`src/hdl/urs_pkg.sv`:
```
`timescale 1ns / 1ps
// ----------------------------------------------------------------------------
// urs_pkg: shared types and constants for the ultrasonic range core
// Item layouts, configuration block, phase encoding and scaling constants.
// ----------------------------------------------------------------------------
package urs_pkg;

  // Register indexes on the configuration port.
  localparam int REG_IDX_W = 2;
  localparam logic [REG_IDX_W-1:0] REG_TRIGGER_TICKS = 2'd0;
  localparam logic [REG_IDX_W-1:0] REG_ECHO_TIMEOUT  = 2'd1;
  localparam logic [REG_IDX_W-1:0] REG_STOP_THRESH   = 2'd2;

  // Reset values of the configuration registers.
  localparam logic [15:0] TRIGGER_TICKS_RST = 16'd150;
  localparam logic [15:0] ECHO_TIMEOUT_RST  = 16'd64000;
  localparam logic [7:0]  STOP_THRESH_RST   = 8'd10;

  // Distance is count * SCALE_MUL / SCALE_DIV, tracked as quotient and remainder.
  localparam int          QUOT_W    = 6;
  localparam int          REM_W     = 15;
  localparam logic [REM_W-1:0] SCALE_MUL = 15'd17;
  localparam logic [REM_W-1:0] SCALE_DIV = 15'd22118;
  localparam logic [15:0] COUNT_MAX = 16'hFFFF;

  typedef struct packed {
    logic [15:0] trigger_ticks;
    logic [15:0] echo_timeout_ticks;
    logic [7:0]  stop_threshold;
  } cfg_t;

  typedef struct packed {
    logic start_req;
    logic echo_level;
  } in_item_t;

  typedef struct packed {
    logic       trigger_level;
    logic       done_res;
    logic [7:0] distance_cm;
    logic       timed_out;
    logic       motor_stop;
    logic       busy_res;
  } out_item_t;

  typedef enum logic [3:0] {
    PH_IDLE = 4'b0001,
    PH_TRIG = 4'b0010,
    PH_WAIT = 4'b0100,
    PH_MEAS = 4'b1000
  } phase_t;

endpackage

```
`src/hdl/urs_ctrl.sv`:
```
`timescale 1ns / 1ps
// ----------------------------------------------------------------------------
// urs_ctrl: measurement sequencer
// Holds the phase, tick counter and last result; advances once per accepted
// item and presents the result item for that tick.
// ----------------------------------------------------------------------------
module urs_ctrl import urs_pkg::*; (
  input  logic      clk,
  input  logic      rst,
  input  logic      en,
  input  in_item_t  item,
  input  cfg_t      cfg,
  output out_item_t res
);

  phase_t            phase, phase_next;
  logic [15:0]       tick_count, tick_count_next;
  logic [QUOT_W-1:0] quot, quot_next;
  logic [REM_W-1:0]  rem, rem_next;
  logic [7:0]        last_distance, last_distance_next;
  logic              timeout_flag, timeout_flag_next;
  logic              stop_flag, stop_flag_next;
  logic              done;
  logic [15:0]       wait_inc;
  logic [REM_W-1:0]  rem_add;

  assign wait_inc = tick_count + 16'd1;
  assign rem_add  = rem + SCALE_MUL;

  // Next-state logic for one tick.
  always_comb begin
    phase_next         = phase;
    tick_count_next    = tick_count;
    quot_next          = quot;
    rem_next           = rem;
    last_distance_next = last_distance;
    timeout_flag_next  = timeout_flag;
    stop_flag_next     = stop_flag;
    done               = 1'b0;
    unique case (phase)
      PH_IDLE: begin
        if (item.start_req) begin
          phase_next      = PH_TRIG;
          tick_count_next = 16'd1;
        end
      end
      PH_TRIG: begin
        if (tick_count >= cfg.trigger_ticks) begin
          phase_next      = PH_WAIT;
          tick_count_next = '0;
        end else begin
          tick_count_next = wait_inc;
        end
      end
      PH_WAIT: begin
        if (item.echo_level) begin
          // The rise tick is the first counted tick.
          phase_next      = PH_MEAS;
          tick_count_next = 16'd1;
          quot_next       = '0;
          rem_next        = SCALE_MUL;
        end else if (wait_inc >= cfg.echo_timeout_ticks || wait_inc == '0) begin
          phase_next         = PH_IDLE;
          tick_count_next    = '0;
          last_distance_next = '0;
          timeout_flag_next  = 1'b1;
          stop_flag_next     = (cfg.stop_threshold != 8'd0);
          done               = 1'b1;
        end else begin
          tick_count_next = wait_inc;
        end
      end
      PH_MEAS: begin
        if (item.echo_level) begin
          // Saturating count with the scaled distance kept up to date.
          if (tick_count < COUNT_MAX) begin
            tick_count_next = wait_inc;
            if (rem_add >= SCALE_DIV) begin
              rem_next  = rem_add - SCALE_DIV;
              quot_next = quot + QUOT_W'(1);
            end else begin
              rem_next = rem_add;
            end
          end
        end else begin
          phase_next         = PH_IDLE;
          tick_count_next    = '0;
          quot_next          = '0;
          rem_next           = '0;
          last_distance_next = 8'(quot);
          timeout_flag_next  = 1'b0;
          stop_flag_next     = (8'(quot) < cfg.stop_threshold);
          done               = 1'b1;
        end
      end
      default: begin
        phase_next = PH_IDLE;
      end
    endcase
  end

  // State registers advance only on an accepted item.
  always_ff @(posedge clk) begin
    if (rst) begin
      phase         <= PH_IDLE;
      tick_count    <= '0;
      quot          <= '0;
      rem           <= '0;
      last_distance <= '0;
      timeout_flag  <= 1'b0;
      stop_flag     <= 1'b0;
    end else if (en) begin
      phase         <= phase_next;
      tick_count    <= tick_count_next;
      quot          <= quot_next;
      rem           <= rem_next;
      last_distance <= last_distance_next;
      timeout_flag  <= timeout_flag_next;
      stop_flag     <= stop_flag_next;
    end
  end

  // Result item reflects the state after this tick.
  always_comb begin
    res.trigger_level = (phase_next == PH_TRIG);
    res.done_res      = done;
    res.distance_cm   = last_distance_next;
    res.timed_out     = timeout_flag_next;
    res.motor_stop    = stop_flag_next;
    res.busy_res      = (phase_next != PH_IDLE);
  end

  // A finished measurement always leaves the sequencer idle.
  a_done_idle: assert property (@(posedge clk) disable iff (rst)
    (en && done) |=> (phase == PH_IDLE))
    else $error("sequencer not idle after a finished measurement");

  // The running remainder stays below the divisor.
  a_rem_range: assert property (@(posedge clk) disable iff (rst)
    rem < SCALE_DIV)
    else $error("distance remainder out of range");

  // Idle carries no leftover count or partial distance.
  a_idle_clear: assert property (@(posedge clk) disable iff (rst)
    (phase == PH_IDLE) |-> (tick_count == '0 && quot == '0 && rem == '0))
    else $error("idle phase holds stale count");

endmodule

```
`src/hdl/ultrasonic_range_obstacle_stop_core.sv`:
```
`timescale 1ns / 1ps
// ----------------------------------------------------------------------------
// ultrasonic_range_obstacle_stop_core: echo ranging with obstacle stop
// One input item per timer tick drives the trigger/echo sequencer; each item
// yields one result item with trigger level, distance and motor stop.
// ----------------------------------------------------------------------------
//  Channel  Signals                                Direction  Item
//  in       in_valid / in_stall / in_data          input      in_item_t
//  out      out_valid / out_stall / out_data       output     out_item_t
//  cfg      psel penable pwrite paddr pwdata ...   APB        32-bit data
//
//  The sequencer updates at the accepting edge and the result item sits in
//  the output register from the next cycle.
//  One item is accepted per cycle while out_stall is low, set by the single output register.
//  in_stall is high only while a result item is held and out_stall is high.
//  Reset is synchronous on rst; configuration returns to its reset values.
// ----------------------------------------------------------------------------
module ultrasonic_range_obstacle_stop_core import urs_pkg::*; (
  input  logic        clk,
  input  logic        rst,
  input  logic        in_valid,
  output logic        in_stall,
  input  in_item_t    in_data,
  output logic        out_valid,
  input  logic        out_stall,
  output out_item_t   out_data,
  input  logic        psel,
  input  logic        penable,
  input  logic        pwrite,
  input  logic [3:0]  paddr,
  input  logic [31:0] pwdata,
  output logic [31:0] prdata,
  output logic        pready
);

  cfg_t                 cfg;
  out_item_t            res;
  logic                 accept;
  logic                 cfg_write;
  logic [REG_IDX_W-1:0] reg_idx;

  assign pready    = 1'b1;
  assign reg_idx   = paddr[3:2];
  assign cfg_write = psel && penable && pwrite && pready;

  // Configuration registers.
  always_ff @(posedge clk) begin
    if (rst) begin
      cfg.trigger_ticks      <= TRIGGER_TICKS_RST;
      cfg.echo_timeout_ticks <= ECHO_TIMEOUT_RST;
      cfg.stop_threshold     <= STOP_THRESH_RST;
    end else if (cfg_write) begin
      unique case (reg_idx)
        REG_TRIGGER_TICKS: cfg.trigger_ticks      <= pwdata[15:0];
        REG_ECHO_TIMEOUT:  cfg.echo_timeout_ticks <= pwdata[15:0];
        REG_STOP_THRESH:   cfg.stop_threshold     <= pwdata[7:0];
        default: begin
        end
      endcase
    end
  end

  // Register read-back.
  always_comb begin
    unique case (reg_idx)
      REG_TRIGGER_TICKS: prdata = {16'd0, cfg.trigger_ticks};
      REG_ECHO_TIMEOUT:  prdata = {16'd0, cfg.echo_timeout_ticks};
      REG_STOP_THRESH:   prdata = {24'd0, cfg.stop_threshold};
      default:           prdata = '0;
    endcase
  end

  // Input is taken whenever the output register is free or draining.
  assign in_stall = out_valid && out_stall;
  assign accept   = in_valid && !in_stall;

  urs_ctrl u_ctrl (
    .clk  (clk),
    .rst  (rst),
    .en   (accept),
    .item (in_data),
    .cfg  (cfg),
    .res  (res)
  );

  // Output register.
  always_ff @(posedge clk) begin
    if (rst) begin
      out_valid <= 1'b0;
    end else if (accept) begin
      out_valid <= 1'b1;
    end else if (!out_stall) begin
      out_valid <= 1'b0;
    end
  end

  always_ff @(posedge clk) begin
    if (accept) begin
      out_data <= res;
    end
  end

  // Every accepted item shows up as a result item in the next cycle.
  a_accept_out: assert property (@(posedge clk) disable iff (rst)
    accept |=> out_valid)
    else $error("accepted item produced no result item");

  // A held result item is never overwritten.
  a_no_overwrite: assert property (@(posedge clk) disable iff (rst)
    (out_valid && out_stall) |=> (out_valid && $stable(out_data)))
    else $error("held result item was lost or changed");

  // Input backpressure only comes from a full output register.
  a_stall_cause: assert property (@(posedge clk) disable iff (rst)
    in_stall |-> (out_valid && out_stall))
    else $error("input stalled with free output register");

endmodule
```
`config.mk`:
```
export PLATFORM = sky130hd
export DESIGN_NAME = ultrasonic_range_obstacle_stop_core
export DESIGN_NICKNAME = d
export VERILOG_FILES = /design/src/hdl/urs_pkg.sv /design/src/hdl/urs_ctrl.sv /design/src/hdl/ultrasonic_range_obstacle_stop_core.sv
export SDC_FILE = /design/constraint.sdc
export NUM_CORES = 1
export LEC_CHECK = 0
export ABC_AREA = 0
export BUFFER_PORTS_ARGS = -buffer_cell sky130_fd_sc_hd__buf_2
export CORE_ASPECT_RATIO = 0.8
export CORE_MARGIN = 2
export CORE_UTILIZATION = 50
export CTS_CLUSTER_DIAMETER = 50
export DETAILED_ROUTE_END_ITERATION = 6
export PLACE_DENSITY = 0.76
export SLEW_MARGIN = 0
export SYNTH_ARGS = -nofsm -noshare
export SYNTH_HDL_FRONTEND = slang
export SYNTH_SLANG_ARGS = --single-unit
```
`constraint.sdc`:
```
create_clock -name clk -period 4.2 [get_ports clk]
set_clock_uncertainty 0.1 [all_clocks]
set_input_delay 0.42 -clock clk [delete_from_list [all_inputs] [get_ports clk]]
set_output_delay 0.42 -clock clk [all_outputs]
set_load 0.02 [all_outputs]
```
After elaboration in Yosys (flattened, before gate mapping)
Cells that the tools add are included.
W data, S select, Z words.
{"block": "totals", "output_inout_bits": 48, "input_bits": 45, "register_bits": 105, "elab_cells": 98}
{"block": "classes", "reduce_logical": 17, "eq_ne": 13, "n_lt_le_gt_ge": 5, "addsub": 4, "mux": 42}
{"op": "$mux W16", "n": 6}
{"op": "$pmux W16 S4", "n": 1}
{"op": "$mux W15", "n": 4}
{"op": "$pmux W16 S3", "n": 1}
{"op": "$ge A16 B16 Y1", "n": 2}
{"op": "$pmux W15 S2", "n": 1}
{"op": "$mux W6", "n": 4}
{"op": "$mux W8", "n": 3}
{"op": "$mux W4", "n": 5}
{"op": "$add A16 B1 Y16 const B", "n": 1}
{"op": "$logic_not A16 Y1", "n": 1}
{"op": "$lt A16 B16 Y1 const B", "n": 1}
{"op": "$pmux W4 S4", "n": 1}
{"op": "$pmux W8 S2", "n": 1}
{"op": "$add A15 B5 Y15 const B", "n": 1}
{"op": "$ge A15 B15 Y1 const B", "n": 1}
{"op": "$sub A15 B15 Y15 const B", "n": 1}
{"op": "$pmux W6 S2", "n": 1}
{"op": "$mux W1", "n": 11}
{"op": "$eq A4 B2 Y1 const B", "n": 2}
{"op": "$lt A6 B8 Y1", "n": 1}
{"op": "$reduce_and A4 Y1", "n": 2}
{"op": "$reduce_bool A8 Y1", "n": 1}
{"op": "$add A6 B1 Y6 const B", "n": 1}
{"op": "other kinds (18)", "n": 27}

Longest topological paths before layout
{"block": "depth", "depth_word": 7, "ltp_mapped": 15, "depth_no_buf": 14}

Cells and area by module
From an unflattened synthesis, not the netlist that was laid out.
{"block": "hier_totals", "cells_unflattened": 854, "area_unflattened_um2": 7320.8}
{"module": "urs_ctrl", "area_per_inst_um2": 4772.1, "instances": 1, "seq_area_each_um2": 1021.0, "cells_each": 607}
{"module": "ultrasonic_range_obstacle_stop_core", "area_per_inst_um2": 2548.7, "instances": 1, "seq_area_each_um2": 1211.2, "cells_each": 247}

Least setup slack after synthesis
Ideal clock, no wire load.
{"block": "synth_timing", "path_type": "register to register", "start": "reg u_ctrl.tick_count[1]", "end": "reg out_data[3] in the netlist's numbering (data pin)", "required_ps": 3844, "arrival_ps": 2960, "path_stages_with_launch": 15, "synth_period_minus_slack_ps": 3316, "slack_ps": 884, "n_path_buf": 1, "setup_time_ps": 256, "path_cell_list": "dfxtp_1 -> ha_1 -> nand3_1 -> nor3_1 -> nor2_1 -> or2_2 -> ha_1 -> nand2_1 -> a2bb2oi_1 -> a221o_1 -> nand3_1 -> o21ai_1 -> a21oi_1 -> buf_2 -> o21ai_1"}
{"item": "from (decl)", "line_no": "urs_ctrl.sv:17", "rtl": "logic [15:0] tick_count, tick_count_next;"}
{"item": "from (signal assigned)", "line_no": "urs_ctrl.sv:114", "rtl": "tick_count <= tick_count_next;"}
{"item": "to (signal assigned)", "line_no": "ultrasonic_range_obstacle_stop_core.sv:99", "rtl": "out_data <= res;"}
{"item": "to (decl)", "line_no": "ultrasonic_range_obstacle_stop_core.sv:26", "rtl": "output out_item_t out_data,"}

Worst setup path after layout
{"block": "layout_timing", "start": "reg u_ctrl.tick_count[11]", "end": "reg u_ctrl.tick_count[2]"}
{"block": "layout_between", "elab_chain_len": 6, "word_cells_on_any_way": 12, "cone_classes": "1 x add/sub; 3 x order compare; 1 x eq/ne; 4 x mux; 3 x reduce/logical"}
{"item": "$add A16 B1 Y16", "line_no": "urs_ctrl.sv:27", "rtl": "assign wait_inc = tick_count + 16'd1;"}
{"item": "$ge A16 B16 Y1 or $logic_not A16 Y1 (tied branches)", "line_no": "urs_ctrl.sv:62", "rtl": "end else if (wait_inc >= cfg.echo_timeout_ticks || wait_inc == '0) begin"}
{"item": "$logic_or A1 B1 Y1", "line_no": "urs_ctrl.sv:62"}
{"item": "$mux W16", "line_no": "urs_ctrl.sv:62"}
{"item": "$mux W16", "line_no": "urs_ctrl.sv:56", "rtl": "if (item.echo_level) begin"}
{"item": "$pmux W16 S4", "line_no": "urs_ctrl.sv:40", "rtl": "unique case (phase)"}
Several ways; a longest one is shown, not always the timed one.
A chain may end at the register's enable or synchronous reset.

==> flow_metrics.env <==
export IMPL_numPortBuffers=57
export IMPL_grt_pass1_vias=5565
export IMPL_p_leak_nw=3.17
export IMPL_syn_area_um2=7180
export IMPL_ctsHoldBuffers=0
export IMPL_core_area_um2=14200
export IMPL_switchingPower_w=0.000517
export IMPL_preCtsSetupSlack_ns=0.243
export IMPL_yosys_warnings=0
export IMPL_timing_rr_start="u_ctrl.tick_count[11]"
export IMPL_die_width_um=138
export IMPL_numCtsBuffers=9
export IMPL_hold_viol_final=0
export IMPL_fin_util_pct=54.6
export IMPL_cpMaxStageDelayCell="dfxtp_1"
export IMPL_num_io_pins=93
export IMPL_cp_start_kind="register"
export IMPL_path_class="register to register"
export IMPL_worst_slack_ns=0.485
export IMPL_clkPwrFrac_pct=40.4
export IMPL_vias_per_cell=5.75
export IMPL_hpwl_um=12800
export IMPL_initial_core_util_pct=50.7
export IMPL_path_cells="nand4_2 > or2_1 > nor4_2 > xor2_1 > ha_1 > nand2_1 > a221o_1 > nand2_1 > nand4b_1 > o21ai_2 > o21ai_0 > a21oi_1"
export IMPL_mostFrequentLayoutCell="nand2_1"
export IMPL_worstMarginPinSlew_ns=0.915
export IMPL_power_w=0.00206
export IMPL_final_cell_mix="113 x nand2_1, 92 x dfxtp_1, 70 x nor2_1"
export IMPL_cts_max_level=3
export IMPL_status="complete, no violations"
export IMPL_startpoint="u_ctrl.tick_count[11]"
export IMPL_grt_pass1_wl_um=28300
export IMPL_required_ns=4.38
export IMPL_antenna_cells=0
export IMPL_reg2reg_to="u_ctrl.tick_count[2]"
export IMPL_max_freq_mhz=269
export IMPL_synthCells=871
export IMPL_min_path_type="input port to register"
export IMPL_r2r_cells=12
export IMPL_place_area_um2=7430
export IMPL_slew_headroom_pct=38.8
export IMPL_finalSetupViolCount=0
export IMPL_synth_seq_cells=105
export IMPL_grt_max_degree=75
export IMPL_ant_nets=0
export IMPL_p_int_w=0.00155
export IMPL_fin_nets=990
export IMPL_synth_area_leader_cell="dfxtp_1"
export IMPL_synth_seq_area_share_pct=31.1
export IMPL_clockBufferDepth=2
export IMPL_cts_tree="done"
export IMPL_synth_edf_count=13
export IMPL_synthFlopType="dfxtp_1"
export IMPL_gp_congestion=0.907
export IMPL_max_cap_violations=0
export IMPL_dieArea_um2=15300
export IMPL_drt_wl_total_um=17400
export IMPL_cp_endpoint="u_ctrl.tick_count[2]"
export IMPL_drive_gt1_share_pct=14.4
export IMPL_dieHeight_um=111
export IMPL_ys_types=90
export IMPL_ir_drop_mv=0.230
export IMPL_rsz0062_at_grt="no"
export IMPL_clkTransAtPathRegs_ns=0.07
export IMPL_async_flop_share_pct=0
export IMPL_avgSynthCellArea_um2=8.24
export IMPL_cts_root_buf="clkbuf_16"
export IMPL_critical_path_max_stage_delay_ns=0.56
export IMPL_p_seq_share_pct=50.8
export IMPL_p_comb_share_pct=8.8
export IMPL_antenna_found_initial=0
export IMPL_cpMostUsedCell="nand2_1"
export IMPL_setup_tns_ns=0
export IMPL_first_iter_violations=543
export IMPL_grt_ovfl_total=0
export IMPL_cts_sinks=105
export IMPL_arrival_ns=3.89
export IMPL_fin_crit_ns=3.72
export IMPL_first_pass_iters=5
export IMPL_drv_slew=0
export IMPL_power_density_nw_per_um2=267
export IMPL_clk_latency_ns=0.36
export IMPL_num_rows=39
export IMPL_grt_use_total_pct=23.2
export IMPL_synth_top_cell_area_share_pct=25.7
export IMPL_cp_max_fo=15
export IMPL_wl_per_cell_um=16.0
export IMPL_via_count=6277
export IMPL_synth_area_top_cells="dfxtp_1 26%, ha_1 7.3%, nand2_1 5.9%, edfxtp_1 5.4%, a21oi_1 4.3%"
export IMPL_end_kind="register"
export IMPL_r2r_setup_slack_ns=0.48
export IMPL_area_growth_syn_to_layout_pct=7.62
export IMPL_finalInstanceArea_um2=7720
export IMPL_period_share_pct=88.5
export IMPL_switching_share_pct=25.0
export IMPL_drc=0
## worst max-delay path: cells and delay by family (launching register included)
| kind | cells | cell delay (ns) |
|---|---|---|
| AND/OR/NAND/NOR | 6 | 1.21 |
| adder cells (fa/ha/maj) | 1 | 0.32 |
| flip-flops | 1 | 0.56 |
| AO/OA/AOI/OAI | 4 | 1.08 |
| XOR/XNOR | 1 | 0.36 |
## flip-flops by register name (all words and copies together) (netlist names)
register,count
cfg,40
out_data,13
out_valid,1
u_ctrl.last_distance,8
u_ctrl.phase,4
u_ctrl.quot,6
u_ctrl.rem,15
u_ctrl.stop_flag,1
u_ctrl.tick_count,16
u_ctrl.timeout_flag,1
## final cells by class
class                      instances  area [um2]
clock buffer                      10         229
multi-input combinational        653        4340
clock inverter                     6        58.8
timing repair buffer              74         413
inverter                          60         225
tap                              184         230
sequential                       105        2230
fill                            1341        6430
## worst min-delay path by stage
stage	start	to	slack, ns	cells past startpoint
after floorplan	u_ctrl.last_distance[6]	u_ctrl.last_distance[6]	0.32	2
after global placement	u_ctrl.last_distance[6]	u_ctrl.last_distance[6]	0.33	2
after detailed placement	u_ctrl.last_distance[6]	u_ctrl.last_distance[6]	0.33	2
after CTS	pwdata[13]	cfg[21]	0.18	2
after global routing	pwdata[13]	cfg[21]	0.17	2
final	pwdata[13]	cfg[21]	0.18	2
## power by group through the flow
stage | Combinational [W] | Sequential [W] | Clock [W]
after global placement | 0.000178 | 0.00107 | 0
after floorplan | 0.000136 | 0.00107 | 0
after global routing | 0.000198 | 0.00105 | 0.000888
after detailed placement | 0.000180 | 0.00107 | 0
after CTS | 0.000180 | 0.00105 | 0.000849
final | 0.000181 | 0.00105 | 0.000835
## per-stage QoR
stage / std cells / hold WS, ns
floorplan: 886 / 0.322
global placement: 1076 / 0.332
detailed placement: 1076 / 0.332
CTS: 1092 / 0.176
global route: 1092 / 0.171
finish: 1092 / 0.180
## kinds of logic (layout without fill, tap and decap cells)
family	Yosys count	in the layout	synth area share (%)
flip-flops	105	105	31.1
buffers and inverters	128	150	9.47
other	2	17	0.105
AND/OR/NAND/NOR	319	319	22.9
adder cells (fa/ha/maj)	42	42	7.32
multiplexers	24	24	3.35
XOR/XNOR	29	29	3.91
AO/OA/AOI/OAI	222	222	21.9
## synthesized netlist by cell type, types with 11 or more instances
| cell type | instances |
|---|---|
| nor2_1 | 70 |
| xnor2_1 | 14 |
| mux2i_1 | 24 |
| o21ai_1 | 11 |
| clkbuf_1 | 21 |
| o21ai_0 | 31 |
| xor2_1 | 13 |
| nand4_1 | 12 |
| buf_6 | 11 |
| edfxtp_1 | 13 |
| inv_1 | 60 |
| a211o_1 | 16 |
| nand2b_1 | 12 |
| a21oi_1 | 62 |
| nor3_1 | 12 |
| nand2_1 | 113 |
| dfxtp_1 | 92 |
| buf_4 | 22 |
| ha_1 | 42 |
| nand3_1 | 18 |
## repair_timing
action | CTS | global route
setup endpoints to repair | 0 | 15
buffers inserted | 0 | 0
endpoints found under the hold margin | 0 | 0
gates resized for setup | 0 | 1
## layer usage
| layer | up-vias | part of all wire [%] | track usage (%) |
|---|---|---|---|
| met3 | 17 | 6.9 | 7.32 |
| met1 | 2926 | 49 | 34.5 |
| li1 | 3149 | - | - |
| met2 | 185 | 42 | 32.9 |
| met5 | - | 0 | 0 |
| met4 | 0 | 1.2 | 4.29 |
Note: power is estimated with default switching activity, not from simulation.
